`src/rtl/ppmh_pkg.sv`:
```
// ----------------------------------------------------------------------------
// ppmh_pkg
// Shared types, constants and helper functions for the per-position
// substitution histogram.
// ----------------------------------------------------------------------------
package ppmh_pkg;

    localparam int READ_POSITIONS = 1024;
    localparam int POS_W          = $clog2(READ_POSITIONS);
    localparam int IDX_W          = POS_W + 1;
    localparam int BASE_CODES     = 5;
    localparam int CNT_DEPTH      = 2 * READ_POSITIONS * BASE_CODES * BASE_CODES;
    localparam int ADDR_W         = $clog2(CNT_DEPTH);
    localparam int CNT_W          = 32;

    localparam logic [CNT_W-1:0] COUNTER_MAX = '1;

    // Operation codes.
    localparam logic [1:0] OP_START = 2'd0;
    localparam logic [1:0] OP_BASE  = 2'd1;
    localparam logic [1:0] OP_QUERY = 2'd2;

    // Result status codes.
    localparam logic [2:0] ST_OK       = 3'd0;
    localparam logic [2:0] ST_OFFSETS  = 3'd1;
    localparam logic [2:0] ST_PAST_END = 3'd2;
    localparam logic [2:0] ST_TOO_LONG = 3'd3;
    localparam logic [2:0] ST_IGNORED  = 3'd4;

    localparam logic [2:0] CODE_N = 3'd4;

    typedef enum logic [2:0] {
        S_CLEAR,
        S_IDLE,
        S_EXEC,
        S_READ,
        S_UPDATE,
        S_DONE
    } t_state;

    typedef struct packed {
        logic load;
        logic exec;
        logic mem_read;
        logic update;
        logic clear_step;
    } t_cmd;

    typedef struct packed {
        logic need_mem;
        logic clear_done;
    } t_stat;

    // Map a character to its 5-level base code.
    function automatic logic [2:0] base_code(input logic [7:0] b);
        logic [2:0] c;
        case (b)
            8'h00, "0", "A", "a": c = 3'd0;
            8'h01, "1", "C", "c": c = 3'd1;
            8'h02, "2", "G", "g": c = 3'd2;
            8'h03, "3", "T", "t": c = 3'd3;
            default:              c = CODE_N;
        endcase
        return c;
    endfunction

    // Flat counter address for (strand, position, ref code, read code).
    function automatic logic [ADDR_W-1:0] cell_addr(input logic s,
                                                    input logic [POS_W-1:0] pos,
                                                    input logic [2:0] r,
                                                    input logic [2:0] c);
        logic [ADDR_W-1:0] a;
        a = s ? ADDR_W'(READ_POSITIONS * BASE_CODES * BASE_CODES) : '0;
        a = a + ADDR_W'(pos) * ADDR_W'(BASE_CODES * BASE_CODES);
        a = a + ADDR_W'(r) * ADDR_W'(BASE_CODES) + ADDR_W'(c);
        return a;
    endfunction

endpackage

```
`src/rtl/ppmh_ctrl.sv`:
```
// ----------------------------------------------------------------------------
// ppmh_ctrl
// Sequencer: clearing pass after reset, then one command at a time through
// execute, optional memory read and update, and a one-cycle result strobe.
// ----------------------------------------------------------------------------
module ppmh_ctrl (
    input  logic           i_clk,
    input  logic           i_rst_n,
    input  logic           start,
    input  ppmh_pkg::t_stat i_stat,
    output ppmh_pkg::t_cmd  o_cmd,
    output logic           busy,
    output logic           o_valid
);
    import ppmh_pkg::*;

    t_state r_state;
    t_state n_state;

    always_ff @(posedge i_clk) begin
        if (!i_rst_n) begin
            r_state <= S_CLEAR;
        end else begin
            r_state <= n_state;
        end
    end

    always_comb begin
        n_state = r_state;
        case (r_state)
            S_CLEAR:  if (i_stat.clear_done) n_state = S_IDLE;
            S_IDLE:   if (start) n_state = S_EXEC;
            S_EXEC:   n_state = i_stat.need_mem ? S_READ : S_DONE;
            S_READ:   n_state = S_UPDATE;
            S_UPDATE: n_state = S_DONE;
            S_DONE:   n_state = S_IDLE;
            default:  n_state = S_CLEAR;
        endcase
    end

    always_comb begin
        o_cmd            = '0;
        busy             = 1'b1;
        o_valid          = 1'b0;
        case (r_state)
            S_CLEAR:  o_cmd.clear_step = 1'b1;
            S_IDLE: begin
                busy       = 1'b0;
                o_cmd.load = start;
            end
            S_EXEC:   o_cmd.exec = 1'b1;
            S_READ:   o_cmd.mem_read = 1'b1;
            S_UPDATE: o_cmd.update = 1'b1;
            S_DONE:   o_valid = 1'b1;
            default:  busy = 1'b1;
        endcase
    end

    // A command is only taken in the idle state.
    assert property (@(posedge i_clk) disable iff (!i_rst_n)
        o_cmd.load |-> (r_state == S_IDLE))
        else $error("load command outside idle");

    // A memory access always leads to the update step and then the strobe.
    assert property (@(posedge i_clk) disable iff (!i_rst_n)
        o_cmd.mem_read |=> o_cmd.update ##1 o_valid)
        else $error("memory read not followed by update and result");

endmodule

```
`config.mk`:
```
export PLATFORM = sky130hd
export DESIGN_NAME = ppmh_ctrl
export DESIGN_NICKNAME = d
export VERILOG_FILES = /design/src/rtl/ppmh_pkg.sv /design/src/rtl/ppmh_ctrl.sv
export SDC_FILE = /design/constraint.sdc
export NUM_CORES = 1
export LEC_CHECK = 0
export ABC_CLOCK_PERIOD_IN_PS = 1300
export BUFFER_PORTS_ARGS = -buffer_cell sky130_fd_sc_hd__buf_2
export CAP_MARGIN = 20
export CORE_AREA = 2 2 39 41
export CTS_BUF_LIST = sky130_fd_sc_hd__clkbuf_2
export DETAILED_ROUTE_END_ITERATION = 10
export DIE_AREA = 0 0 41 43
export GPL_TIMING_DRIVEN = 0
export SLEW_MARGIN = 20
export SYNTH_ARGS = -nofsm -noshare
export SYNTH_HDL_FRONTEND = slang
export SYNTH_SLANG_ARGS = --single-unit
```
`constraint.sdc`:
```
create_clock -name i_clk -period 1.3 [get_ports i_clk]
set_clock_uncertainty 0.15 [all_clocks]
set_input_delay 0.325 -clock i_clk [delete_from_list [all_inputs] [get_ports i_clk]]
set_output_delay 0.325 -clock i_clk [all_outputs]
set_load 0.01 [all_outputs]
```
==> metrics.yaml, run 1 <==
grt_pass1_wl_um: 786
ios: 12
htreeDepth: 1
synth_nets: 30
die_h_um: 43
yosys_warnings: 0
critPathRequiredTime_ns: 0.82
cp.arrival_ns: 1.13
synth_area_um2: 216
synth_area_leaders: "dfxtp_1 (28%), and3b_1 (12%), buf_6 (10%)"
grt_max_degree: 12
wirelength_um: 547
grt-ovfl-total: 0
fmax_ghz: 0.623
r2r-end: "r_state[2]$_SDFFE_PN0P_"
die_area_um2: 1760
netlist_instances: 25
drive_above_1_share_pct: 68.9
tightest_slew_ns: 0.166
path_clk_slew_ns: 0.04
finish.utilization_pct: 28.5
hold_start: "i_stat[0]"
status: "finished, violations left"
yosysTopAreaCell: "dfxtp_1"
largest_reg_flops: 3
ant_nets: 0
cp-end-kind: "output pin"
grt.met2_usage_pct: 7.50
wire_per_inst_um: 8.97
clkPwrFrac_pct: 34.7
cts_root_buffer: "clkbuf_2"
firstDrtPassIters: 3
drcViolationCount: 0
synth_common_cells: "and3b_1 (3), dfxtp_1 (3), buf_6 (2), o21ai_1 (2)"
fin_crit_sh_pct: 123
reg2reg_depth: 4
clockBufferDepth: 2
via_per_inst: 4.18
hold-path-cell-count: 3
port_buffers: 11
min_period_ns: 1.60
synth.avg_cell_area_um2: 8.66
violations: "setup timing"
r2r-start: "r_state[1]$_SDFFE_PN0P_"
hold_class: "input port to flip-flop"
tns_ns: -1.37
relSlewSlack_pct: 88.9
grtUsageMet1_pct: 9.29
synth-seq-cells: 3
rows: 14
power.leakage_uw: 0.000197
globalRoute.busiestLayer: "met1"
setup_ws_ns: -0.305
rsz0062_at_grt: "yes"
worstPathMaxFanout: 4
cts_tree: "built"
ctsHoldBuffers: 0
async_reset_ff_share_pct: 0
reg.largest.list: "r_state x3"
ys_types: 19
cts.sinks: 3
clk_latency_ns: 0.20
n_antenna_cell: 0
p_int_uw: 257
power_density_nw_per_um2: 944
post-place-ws_ns: -0.187
grtUsageMet3_pct: 6.28
synthToLayoutAreaGrowth_pct: 82.1
fin_nets: 51
drtIter0Drc: 1
grt_pass1_vias: 192
cts_buffers: 3
antenna_found_initial: 0
synth-edff-count: 0
dr_total_vias: 255
hold_slack_ns: 0.220
slew_viol_final: 0
comb_power_share_pct: 36.1
ir_worst_vdd_uv: 494
r2r_slack_ns: 0.20
largest-register: "r_state"
grt.total_usage_pct: 7.12
cap_violations: 0
hold_end: "r_state[0]$_SDFFE_PN0P_"
critPathLaunchType: "flip-flop"
finalHoldViolCount: 0
core_area_um2: 1380
die_w_um: 41
power_frac_seq_pct: 29.2
critPathKind: "flip-flop to output pin"
place.gp.congestion: 0.717
yosys_most_used_dff: "dfxtp_1"
synth-seq-area-share_pct: 27.7
setup_viol: 7
p_sw_uw: 115
synth_top_area_share_pct: 27.7
start_util_pct: 15.6
hpwl_um: 357
swShare_pct: 31.0
[layout by cell type, fill, tap and decap left out]
cell type  count
buf_2         10
buf_6          5
clkbuf_2       4
and3b_1        3
buf_4          3
nor2_4         2
o21ai_1        2
dfxtp_4        2
and2_4         1
or3b_4         1
nor3b_2        1
nor3_2         1
inv_1          1
nand2_1        1
nand3b_1       1
nor2b_1        1
nor3b_1        1
o21a_1         1
a21oi_1        1
nand2b_1       1
o211ai_1       1
dfxtp_2        1
[logic make-up after synthesis]
family / Yosys count / synth area share (%)
simple gates: 14 / 46.2
compound gates: 5 / 13.9
flops: 3 / 27.7
buf+inv: 3 / 12.1
[through the flow]
| step | total power [uW] | cell area (um^2) | cells |
|---|---|---|---|
| finish | 372 | 394 | 61 |
| global placement | 213 | 300 | 52 |
| global route | 406 | 394 | 61 |
| CTS | 359 | 334 | 57 |
| floorplan | 182 | 225 | 25 |
| detailed placement | 215 | 300 | 52 |
[critical path, cell delays in order (launching register included)]
cell	delay, ns
dfxtp_4	0.34
or3b_4	0.40
nor2_4	0.09
buf_6	0.10
[repair_timing]
action	4_1_cts	5_1_grt
pin swaps	3	3
hold endpoints to repair	0	0
setup buffers	2	4
resized for setup	3	10
gates cloned	0	1
endpoints found under the setup margin	7	7
[layer usage]
layer	share of wire, %	wire [um]	up-vias
met5	0	0	-
met3	11	62	0
li1	-	-	128
met1	46	251	113
met2	43	234	14
met4	0	0	0
[final cells by class]
class | instances | area (um^2)
clock buffer | 4 | 20.0
tap | 16 | 20.0
timing repair buffer | 18 | 129
multi-input combinational | 19 | 153
fill | 159 | 990
inverter | 1 | 3.75
sequential | 3 | 68.8
[worst max path at each step]
| stage | start | end |
|---|---|---|
| 2_1_floorplan | r_state[0]$_SDFFE_PN0P_ | o_cmd[4] |
| 3_3_place_gp | r_state[0]$_SDFFE_PN0P_ | o_cmd[4] |
| 3_5_place_dp | r_state[0]$_SDFFE_PN0P_ | o_cmd[4] |
| 4_1_cts | r_state[0]$_SDFFE_PN0P_ | o_cmd[4] |
| 5_1_grt | r_state[1]$_SDFFE_PN0P_ | o_cmd[4] |
| 6_report | r_state[1]$_SDFFE_PN0P_ | o_cmd[4] |
[power groups by stage]
stage / logic [uW] / clock network, uW / registers, uW
2_1_floorplan: 75.1 / 0 / 107
3_3_place_gp: 105 / 0 / 108
3_5_place_dp: 107 / 0 / 108
4_1_cts: 111 / 138 / 110
5_1_grt: 149 / 147 / 110
6_report: 134 / 129 / 108
(Power assumes the default switching activity.)
==> run 2, diff against run 1 <==
--- a/config.mk
+++ b/config.mk
@@ -8,11 +8,12 @@
 export ABC_CLOCK_PERIOD_IN_PS = 1300
 export BUFFER_PORTS_ARGS = -buffer_cell sky130_fd_sc_hd__buf_2
 export CAP_MARGIN = 20
-export CORE_AREA = 2 2 39 41
+export CORE_AREA = 10 10 47 49
 export CTS_BUF_LIST = sky130_fd_sc_hd__clkbuf_2
 export DETAILED_ROUTE_END_ITERATION = 10
-export DIE_AREA = 0 0 41 43
+export DIE_AREA = 0 0 57 59
 export GPL_TIMING_DRIVEN = 0
+export SKIP_CTS_REPAIR_TIMING = 1
 export SLEW_MARGIN = 20
 export SYNTH_ARGS = -nofsm -noshare
 export SYNTH_HDL_FRONTEND = slang
==> run 2 against run 1 <==
Effect of this change: the flow still finishes with violations (setup timing); final area down 6.0%; total power increased by 2.0%; critical endpoint unchanged; critical path depth is 1 higher; largest cell class unchanged.
==> metrics.yaml, run 2 (synthesis gave the netlist of run 1 again) <==
wire_per_inst_um: 10.7  # was 8.97 um
tightest_slew_ns: 0.185  # was 0.166 ns
clockBufferDepth: 2  # unchanged
wirelength_um: 639  # was 547 um
fin_nets: 50  # was 51
slowest_stage: "or3b_4"  # unchanged
reg2reg_depth: 5  # was 4
relSlewSlack_pct: 87.7  # was 88.9%
cts_buffers: 3  # unchanged
cpLargestDelayFamily: "simple AND/OR/NAND/NOR gates"  # unchanged
place.gp.congestion: 0.661  # was 0.717
nFillCells: 163  # was 159
dr_total_vias: 240  # was 255
firstDrtPassIters: 1  # was 3
slew_viol_final: 0  # unchanged
fin_crit_sh_pct: 130  # was 123%
layout_commonest_cell: "buf_2"  # unchanged
htreeDepth: 1  # unchanged
core_area_um2: 1400  # was 1380 um^2
grt.total_usage_pct: 3.85  # was 7.12%
ir_worst_vdd_uv: 472  # was 494 uV
grt_max_degree: 11  # was 12
cp-end-kind: "output pin"  # unchanged
die_w_um: 57  # was 41 um
grt_pass1_vias: 217  # was 192
drtIter0Drc: 0  # was 1
largest-register: "r_state"  # unchanged
antenna_found_initial: 0  # unchanged
cts_root_buffer: "clkbuf_2"  # unchanged
tns_ns: -2.08  # was -1.37 ns
grt-ovfl-total: 0  # unchanged
reg.largest.list: "r_state x3"  # unchanged
cap_violations: 0  # unchanged
hold_start: "i_stat[0]"  # unchanged
drt-met1-wl_um: 292  # was 251 um
crit_top_cell: "buf_6"
cts.sinks: 3  # unchanged
r2r-start: "r_state[0]$_SDFFE_PN0P_"  # was r_state[1]$_SDFFE_PN0P_
cts_tree: "built"  # unchanged
place_inst: 52  # unchanged
die_area_um2: 3360  # was 1760 um^2
critical_path.max_stage_delay_ns: 0.39  # was 0.40 ns
dr_wl_met2_um: 234  # unchanged
clk_latency_ns: 0.20  # about the same
port_buffers: 11  # unchanged
hpwl_um: 460  # was 357 um
wl_met3_um: 111  # was 62 um
hold_class: "input port to flip-flop"  # unchanged
drcViolationCount: 0  # unchanged
critPathRequiredTime_ns: 0.82  # about the same
start_util_pct: 15.4  # was 15.6%
power.leakage_uw: 0.000190  # was 0.000197 uW
final_cell_count_no_fill: 60  # was 61
synthToLayoutAreaGrowth_pct: 71.1  # was 82.1%
cp_cell_sequence: "buf_6 -> or3b_4 -> nor2_4 -> buf_6"  # was or3b_4 -> nor2_4 -> buf_6
fmax_ghz: 0.593  # was 0.623 GHz
drive_above_1_share_pct: 63.6  # was 68.9%
violations: "setup timing"  # unchanged
critPathLaunchType: "flip-flop"  # unchanged
path_clk_slew_ns: 0.04  # about the same
ant_nets: 0  # unchanged
setup_viol: 7  # unchanged
cp.arrival_ns: 1.21  # was 1.13 ns
power_uw: 380  # was 372 uW
largest_reg_flops: 3  # unchanged
worstPathMaxFanout: 6  # was 4
r2r-end: "r_state[2]$_SDFFE_PN0P_"  # unchanged
critPathKind: "flip-flop to output pin"  # unchanged
min_period_ns: 1.69  # was 1.60 ns
via_per_inst: 4.00  # was 4.18
power_density_nw_per_um2: 1020  # was 944 nW/um^2
layout_common_cells: "buf_2 (9), clkbuf_2 (5), buf_6 (4)"  # was buf_2 (10), buf_6 (5), clkbuf_2 (4)
ios: 12  # unchanged
status: "finished, violations left"  # unchanged
n_antenna_cell: 0  # unchanged
hold-path-cell-count: 3  # unchanged
rows: 14  # unchanged
grt_pass1_wl_um: 966  # was 786 um
r2r_slack_ns: 0.13  # was 0.20 ns
crit_buf_inv: 2  # was 1
hold_slack_ns: 0.222  # was 0.220 ns
setup_ws_ns: -0.386  # was -0.305 ns
hold_end: "r_state[0]$_SDFFE_PN0P_"  # unchanged
rsz0062_at_grt: "yes"  # unchanged
finish.utilization_pct: 26.4  # was 28.5%
finalHoldViolCount: 0  # unchanged
die_h_um: 59  # was 43 um
maxUsedRoutingLayer: "met3"  # unchanged
==> run 2: changes by cell type in the layout (fill, tap and decap cells not counted), sizes merged <==
cell	previous run	this run
buf	18	16
clkbuf	4	5
==> run 2: through the flow <==
stage / worst slack, ns / instance area [um^2]
final: -0.386 / 370
after global routing: -0.456 / 370
after CTS: -0.430 / 320
after global placement: -0.189 / 300
after floorplan: -0.107 / 225
after detailed placement: -0.197 / 300
==> run 2: worst reg2reg max path, stage by stage (launching register included) <==
cell and delay (ns):
dfxtp_2 0.31, buf_6 0.11, buf_4 0.15, nor2b_1 0.11, nor3b_1 0.06, o21a_1 0.17
==> run 2: area by class of cell <==
class                      instances  area (um^2)  share of cell area [%]
multi-input combinational         19          145                    39.2
timing repair buffer              15         95.1                    25.7
inverter                           1         3.75                    1.01
sequential                         3         63.8                    17.2
clock buffer                       4         20.0                    5.41
tap                               16         20.0                    5.41
buffer                             2         22.5                    6.08
==> run 2: report_power, final <==
part	internal (uW)	switching, uW
combinational	79.3	60.7
clock	81.2	50.0
sequential	102	6.46
==> run 2: how the worst max path moves through the flow <==
stage                                       start       end  slack [ns]  cells past startpoint
after floorplan           r_state[0]$_SDFFE_PN0P_  o_cmd[4]       -0.11                      3
after global placement    r_state[0]$_SDFFE_PN0P_  o_cmd[4]       -0.19                      4
after detailed placement  r_state[0]$_SDFFE_PN0P_  o_cmd[4]       -0.20                      4
after CTS                 r_state[0]$_SDFFE_PN0P_  o_cmd[4]       -0.43                      4
after global routing      r_state[1]$_SDFFE_PN0P_  o_cmd[4]       -0.46                      4
final                     r_state[1]$_SDFFE_PN0P_  o_cmd[4]       -0.39                      4
==> run 2: per-layer routing <==
metal	GRT usage, %	vias up
li1	-	124
met1	4.65	99
met2	3.57	17
met3	4.51	0
met4	2.01	0
met5	0	-
